$ cat src/hw/rtl/rtuv_pkg.sv
// Shared types, constants and helper functions for the RA/Dec to unit vector block.
// Used by every module of the block; depends on nothing else.
`default_nettype none

package rtuv_pkg;

	// Default build values that the top level takes for its parameters.
	localparam int unsigned CORDIC_STAGES_DEF = 18;
	localparam int unsigned FRAC_BITS_DEF     = 16;

	// Field widths of one item on either side.
	localparam int unsigned RA_W   = 25;
	localparam int unsigned DEC_W  = 24;
	localparam int unsigned OUT_W  = 18;
	localparam int unsigned IN_TDATA_W  = 56;
	localparam int unsigned OUT_TDATA_W = 56;

	// Binary angle (full turn is 2^32) and CORDIC result width (30 fraction bits).
	localparam int unsigned ANGLE_W   = 32;
	localparam int unsigned TRIG_W    = 32;
	localparam int unsigned TRIG_FRAC = 30;
	localparam int unsigned ATAN_COUNT = 24;
	localparam logic [TRIG_W-1:0] CORDIC_GAIN = 32'd652032874;

	// The two angles travel side by side in lanes.
	localparam int unsigned NUM_LANES = 2;
	localparam int unsigned LANE_RA   = 0;
	localparam int unsigned LANE_DEC  = 1;

	typedef logic [ANGLE_W-1:0]        bam_t;
	typedef logic signed [TRIG_W-1:0]  trig_t;
	typedef logic signed [OUT_W-1:0]   comp_t;

	// Arctangent of 2^-idx as a 32-bit binary angle.
	function automatic bam_t atan_entry(input int unsigned idx);
		bam_t a;
		case (idx)
			0:  a = 32'd536870912;
			1:  a = 32'd316933406;
			2:  a = 32'd167458907;
			3:  a = 32'd85004756;
			4:  a = 32'd42667331;
			5:  a = 32'd21354465;
			6:  a = 32'd10679838;
			7:  a = 32'd5340245;
			8:  a = 32'd2670163;
			9:  a = 32'd1335087;
			10: a = 32'd667544;
			11: a = 32'd333772;
			12: a = 32'd166886;
			13: a = 32'd83443;
			14: a = 32'd41722;
			15: a = 32'd20861;
			16: a = 32'd10430;
			17: a = 32'd5215;
			18: a = 32'd2608;
			19: a = 32'd1304;
			20: a = 32'd652;
			21: a = 32'd326;
			22: a = 32'd163;
			23: a = 32'd81;
			default: a = '0;
		endcase
		return a;
	endfunction

	// Drops sh fraction bits with halves rounded up, then clamps to +/-2^fb.
	// The shift amounts are constant at every call site.
	function automatic comp_t round_sat(input logic signed [63:0] v,
			input int unsigned sh, input int unsigned fb);
		logic signed [63:0] r;
		logic signed [63:0] lim;
		r   = (v + (64'sd1 <<< (sh - 1))) >>> sh;
		lim = 64'sd1 <<< fb;
		if (r > lim) begin
			r = lim;
		end else if (r < -lim) begin
			r = -lim;
		end
		return r[OUT_W-1:0];
	endfunction

endpackage

`default_nettype wire

$ cat src/hw/rtl/rtuv_deg2bam.sv
// Degree to binary angle conversion for both lanes, two pipeline stages.
// Uses rtuv_pkg; the division by 360 * 2^FRAC_BITS is a split reciprocal multiply.
`default_nettype none

module rtuv_deg2bam
	import rtuv_pkg::*;
#(
	parameter int unsigned FRAC_BITS = FRAC_BITS_DEF
) (
	input  wire logic            clk,
	input  wire logic            arst_n,
	input  wire logic            en,
	input  wire logic            in_valid,
	input  wire logic [RA_W-1:0] mag [NUM_LANES],
	input  wire logic            neg [NUM_LANES],
	output logic                 out_valid,
	output bam_t                 bam [NUM_LANES]
);

	// round(mag * 2^32 / (45 * 2^(FRAC_BITS+3))) = floor((mag * 2^SHL + 22) / 45)
	localparam int unsigned SHL = 29 - FRAC_BITS;
	localparam int unsigned VW  = RA_W + SHL;
	localparam int unsigned K   = VW + 6;
	localparam int unsigned MW  = VW + 1;
	localparam int unsigned H   = (MW + 1) / 2;
	localparam int unsigned PW  = VW + MW;
	localparam logic [63:0] RECIP = ((64'd1 << K) + 64'd44) / 64'd45;
	localparam logic [MW-H-1:0] RECIP_HI = RECIP[MW-1:H];
	localparam logic [H-1:0]    RECIP_LO = RECIP[H-1:0];
	localparam logic [VW-1:0]   HALF_DIV = VW'(22);

	logic                  valid_s1;
	logic                  valid_s2;
	logic [2*H-1:0]        pp_ll_s1 [NUM_LANES];
	logic [MW-1:0]         pp_lh_s1 [NUM_LANES];
	logic [VW-1:0]         pp_hl_s1 [NUM_LANES];
	logic [PW-2*H-1:0]     pp_hh_s1 [NUM_LANES];
	logic                  neg_s1   [NUM_LANES];
	bam_t                  bam_s2   [NUM_LANES];

	always_ff @(posedge clk or negedge arst_n) begin
		if (!arst_n) begin
			valid_s1 <= 1'b0;
			valid_s2 <= 1'b0;
		end else if (en) begin
			valid_s1 <= in_valid;
			valid_s2 <= valid_s1;
		end
	end

	for (genvar l = 0; l < NUM_LANES; l++) begin : g_lane
		logic [VW-1:0]    num;
		logic [VW-H-1:0]  num_hi;
		logic [H-1:0]     num_lo;
		logic [PW-1:0]    prod;
		bam_t             quot;

		assign num    = (VW'(mag[l]) << SHL) + HALF_DIV;
		assign num_hi = num[VW-1:H];
		assign num_lo = num[H-1:0];

		always_ff @(posedge clk) begin
			if (en) begin
				pp_ll_s1[l] <= (2*H)'(num_lo) * (2*H)'(RECIP_LO);
				pp_lh_s1[l] <= MW'(num_lo) * MW'(RECIP_HI);
				pp_hl_s1[l] <= VW'(num_hi) * VW'(RECIP_LO);
				pp_hh_s1[l] <= (PW-2*H)'(num_hi) * (PW-2*H)'(RECIP_HI);
				neg_s1[l]   <= neg[l];
			end
		end

		assign prod = PW'(pp_ll_s1[l]) + (PW'(pp_lh_s1[l]) << H)
			+ (PW'(pp_hl_s1[l]) << H) + (PW'(pp_hh_s1[l]) << (2*H));
		assign quot = ANGLE_W'(prod >> K);

		always_ff @(posedge clk) begin
			if (en) begin
				bam_s2[l] <= neg_s1[l] ? (-quot) : quot;
			end
		end

		assign bam[l] = bam_s2[l];
	end

	assign out_valid = valid_s2;

endmodule

`default_nettype wire

$ cat config.mk
export PLATFORM = sky130hd
export DESIGN_NAME = rtuv_deg2bam
export DESIGN_NICKNAME = d
export VERILOG_FILES = /design/src/hw/rtl/rtuv_pkg.sv /design/src/hw/rtl/rtuv_deg2bam.sv
export SDC_FILE = /design/constraint.sdc
export NUM_CORES = 2
export LEC_CHECK = 0
export BUFFER_PORTS_ARGS = -buffer_cell sky130_fd_sc_hd__buf_2
export CAP_MARGIN = 30
export CORE_UTILIZATION = 40
export CTS_CLUSTER_DIAMETER = 50
export DETAILED_ROUTE_END_ITERATION = 10
export PLACE_DENSITY = 0.63
export SETUP_SLACK_MARGIN = 0.2
export SYNTH_ARGS = -nofsm -noshare
export SYNTH_HDL_FRONTEND = slang
export SYNTH_SLANG_ARGS = --single-unit
export TNS_END_PERCENT = 20
$ cat constraint.sdc
create_clock -name clk -period 6.9 [get_ports clk]
set_input_delay 1.38 -clock clk [delete_from_list [all_inputs] [get_ports clk]]
set_output_delay 1.38 -clock clk [all_outputs]
set_load 0.005 [all_outputs]
Yosys cells after proc, flatten, opt, wreduce, memory -nomap -nowiden
Memories as Yosys holds them, arrays and structs flattened.
Cells that the tools add are included.
{"block": "word_totals", "ramBits": 350, "inputBits": 56, "register_bits": 2, "out_inout_bits": 65, "word_cells": 30, "mem_count": 6}
{"block": "op_classes", "add_sub_neg": 10, "n_mux": 4, "multipliers": 8}
{"name": "pp_lh_s1", "words": 2, "word_bits": 39, "rd": 2, "rd_ports_with_merged_regs": 0, "write_ports": 2, "line": "rtuv_deg2bam.sv:35", "rtl": "logic [MW-1:0] pp_lh_s1 [NUM_LANES];"}
{"name": "pp_hh_s1", "words": 2, "word_bits": 37, "rd": 2, "rd_ports_with_merged_regs": 0, "write_ports": 2, "line": "rtuv_deg2bam.sv:37", "rtl": "logic [PW-2*H-1:0] pp_hh_s1 [NUM_LANES];"}
{"name": "pp_ll_s1", "words": 2, "word_bits": 34, "rd": 2, "rd_ports_with_merged_regs": 0, "write_ports": 2, "line": "rtuv_deg2bam.sv:34", "rtl": "logic [2*H-1:0] pp_ll_s1 [NUM_LANES];"}
{"name": "bam_s2", "words": 2, "word_bits": 32, "rd": 2, "rd_ports_with_merged_regs": 0, "write_ports": 2, "line": "rtuv_deg2bam.sv:39", "rtl": "bam_t bam_s2 [NUM_LANES];"}
{"name": "pp_hl_s1", "words": 2, "word_bits": 32, "rd": 2, "rd_ports_with_merged_regs": 0, "write_ports": 2, "line": "rtuv_deg2bam.sv:36", "rtl": "logic [VW-1:0] pp_hl_s1 [NUM_LANES];"}
{"name": "neg_s1", "words": 2, "word_bits": 1, "rd": 2, "rd_ports_with_merged_regs": 0, "write_ports": 2, "line": "rtuv_deg2bam.sv:38", "rtl": "logic neg_s1 [NUM_LANES];"}
{"operator": "$add A61 B76 Y76", "n": 2}
{"operator": "$add A60 B58 Y61", "n": 2}
{"operator": "$add A40 B59 Y60", "n": 2}
{"operator": "$mul A20 B19 Y39 const B", "n": 2}
{"operator": "$add A38 B5 Y38 const B", "n": 2}
{"operator": "$mul A18 B19 Y37 const B", "n": 2}
{"operator": "$mul A20 B14 Y34 const B", "n": 2}
{"operator": "$mul A18 B14 Y32 const B", "n": 2}
{"operator": "$mux W32", "n": 2}
{"operator": "$neg A32 Y32", "n": 2}
{"operator": "$mux W1", "n": 2}

Logic depth before layout (Yosys ltp)
An unclocked memory read counts as a cell.
{"block": "depth", "depth_word": 6, "ltp_mapped": 25, "ltp_nobuf": 25}

Worst setup path before layout
Ideal clock, no wire load.
{"block": "synth_timing", "path_kind": "input port to flip-flop", "start": "input mag[23] (netlist bit)", "end": "memory pp_hh_s1[0][71] (netlist bit), data pin", "arrival_ns": 6.791, "setup_ns": 0.265, "path_slack_ns": -0.156, "stages": 23, "path_cell_list": "ha_1 > inv_1 > fa_1 > fa_1 > inv_1 > fa_1 > fa_1 > inv_1 > fa_1 > inv_1 > ha_1 > a21o_1 > a21oi_1 > nor2b_1 > o21ai_0 > nand2b_1 > a221o_1 > a221o_1 > nand4_1 > nand4_1 > a41oi_1 > o21ai_0 > xor2_1"}
{"item": "start, declared", "line": "rtuv_deg2bam.sv:14", "rtl": "input wire logic [RA_W-1:0] mag [NUM_LANES],"}
{"item": "end, declared", "line": "rtuv_deg2bam.sv:37"}

==> results.md <==
* Antenna violation net count after detailed routing at 0
* Starting density of the core at 40.4%
* Avg Inst Size Synth at 9.89 sq um
* Busiest grt layer: met2
* Vias per Instance at 4.99
* Min cycle time layout at 6.47 ns
* FILL cells at between 9000 and 10000
* Setup CP Type: in2reg
* GRT overflow at 0
* Final Cycle Share at 93.7%
* Slew Limit Fails at 0
* FF+latch count, synth at 278
* Die Wd at 318 um
* Max-cap violations at 0
* Most numerous cell in the Yosys netlist: inv_1
* Synth top area cells: ha_1 (25%), edfxtp_1 (21%), fa_1 (20%), inv_1 (9.0%), xnor2_1 (4.2%)
* Min-Delay Path Class: reg2reg
* DRC at 0
* CTS tree: yes
* Rel. slew slack at between 30% and 40%
* Die Y at 318 um
* Min Hold Slack at 0.509 ns
* Port-buffer cells at 120
* Mapped Area at 39800 sq um
* Placed Cells at 5670
* Layout area overhead at 14.6%
* Largest area contributor in the netlist: ha_1
* I/O pins at between 100 and 150
* Core area at 98600 sq um
* Drt wl/cell at 16.9 um
* Placed standard-cell area at 44100 sq um
* Clock Tree Root: clkbuf_16
* Status: completed
* Buffer count from post-CTS setup fixing at 0
* GRT Total Usage at 19.5%
* Post-Syn Instances at 4027
* Clock Path Buffers at 3
* Non-filler cells, final at 5756
* Syn Nets at 5261
* Reg clk slew, reported paths at 0.05 ns
* Post-DP HPWL at 85400 um
* Crit. End Element: flip-flop
* Final #Nets at 5664
* H-tree Lvls at 2
* Top post-synthesis cells by count: inv_1 (955), ha_1 (787), fa_1 (391)
* Skew final at roughly 0.028 ns
* Post-synth EDFFs at about 280
* Register area share after synthesis at 20.9%
* Fraction of registers with async set/reset at less than 1%
* Routed WL at 97400 um
* Reg2Reg Setup Slack at ~1.6 ns
* DR iter-0 viols at 1588
* Worst-Margin Slew at between 0.9 and 1 ns
* FMAX at 155 MHz
* Initial antenna violation count at 8
* Clock Latency Late Sink at 0.60 ns
* Setup violators final at 0
* Max FO, Critical Path at 3
* Vias in the first global route at 29300
* RSZ-0062 raised after global routing: true
* GRT met3 Usage at 1.80%
* Met2 usage at roughly a third
* Vias at 28700
* Drt pass-1 iters at 5
* Final hold vios at 0
* Num CTS Buffers at 45
* Post-synth top area share at about a quarter
* Share of cells above drive strength 1 at about 12%
* Design area at 45700 sq um
* Sink Count at approximately 280
* First-pass GRT wire length at 156000 um
* Die area at just over 100000 sq um
* Worst setup SP type: input pin
* Pin count of the biggest net entering global routing at between 150 and 200
* Synth warnings at 0
* Placer Congestion at 0.956
* Synth Flop Type: edfxtp_1
* Met1 usage at 26.6%
* Placement Rows at 115
* Crit path required time at a little over 7 ns
* Crit path DAT at between 6 and 7 ns
* Post-synthesis cell type count at 97
==> cell type report <==
cell class / count / area [sq um] / area share, %
diodes: 3 / 7.51 / 0.0164
clock buffers: 48 / 1140 / 2.49
clock inverters: 35 / 374 / 0.820
inverters: 955 / 3580 / 7.85
multi-input cells: 2748 / 27800 / 61.0
flip-flops and latches: 278 / 8340 / 18.3
well taps: 1287 / 1610 / 3.53
repair buffers: 402 / 2750 / 6.03
==> flip-flops by register name (all words and copies together) (netlist names) <==
register and flops:
pp_lh_s1 52, valid_s1 1, pp_hl_s1 64, pp_hh_s1 66, bam_s2 64, neg_s1 2, pp_ll_s1 28, out_valid 1
==> layer usage <==
layer | part of all wire, % | wire (um)
met1 | 47 | 45400
met2 | 48 | 46300
met3 | 3.5 | 3390
met4 | 2.4 | 2340
met5 | 0.013 | 13
==> worst max-delay path, cell delays in order <==
cell	delay (ns)
buf_2	0.13
ha_1	0.32
inv_1	0.07
fa_1	0.48
fa_1	0.55
inv_1	0.08
fa_1	0.53
inv_1	0.05
fa_1	0.50
fa_1	0.58
inv_1	0.05
ha_1	0.32
and3_1	0.19
and3_1	0.18
a221o_1	0.34
a221o_1	0.34
nand4_1	0.10
nand4_1	0.12
a41oi_2	0.21
o21ai_1	0.11
xor2_1	0.16
==> layout by cell type, fill, tap and decap left out, drive strengths merged, types with 28 or more instances in the layout <==
| master | count |
|---|---|
| xnor2 | 190 |
| xor2 | 79 |
| nand2b | 33 |
| nand4 | 28 |
| nor3 | 70 |
| nor2 | 122 |
| a21o | 65 |
| o21a | 35 |
| nand3 | 60 |
| fa | 391 |
| nand2 | 160 |
| edfxtp | 276 |
| ha | 787 |
| a21oi | 207 |
| clkbuf | 48 |
| o21ai | 132 |
| inv | 975 |
| buf | 402 |
==> path summary, 6_finish.rpt <==
kind | startpoint | endpoint | cells past startpoint
setup / recovery | mag[22] | pp_hh_s1[0][71] | 21
hold / removal | valid_s1 | valid_s1 | 1
setup reg to reg | pp_lh_s1[0][13] | bam_s2[0][24] | 19
hold reg to reg | valid_s1 | valid_s1 | 1
max in group asynchronous | arst_n | out_valid | 1
min in group asynchronous | arst_n | valid_s1 | 1
==> cells by family after synthesis <==
kind of cell | Yosys count | synth area share (%)
DFF | 278 | 20.9
and+or+nand+nor | 629 | 8.06
AOI/OAI and AO/OA | 660 | 10.9
muxes | 12 | 0.314
xor gates and xnor gates | 269 | 5.93
buffers and inverters | 1001 | 9.46
adders and majority gates | 1178 | 44.4
==> metrics by stage <==
| stage | setup TNS (ns) | setup WS (ns) | util (%) |
|---|---|---|---|
| floorplan | 0 | 0.136 | - |
| global placement | -1.76 | -0.166 | 44.7 |
| detailed placement | -3.24 | -0.267 | 44.7 |
| CTS | 0 | 0.367 | 46.3 |
| global route | 0 | 0.164 | 46.3 |
| finish | 0 | 0.432 | 46.3 |
==> timing repair <==
action,CTS,global route
endpoints found under the setup margin,0,13
resized for setup,0,8
hold buffers,0,0
Power is not shown: default switching activity piles up to over one toggle a cycle in this logic, so the estimate is an artifact.
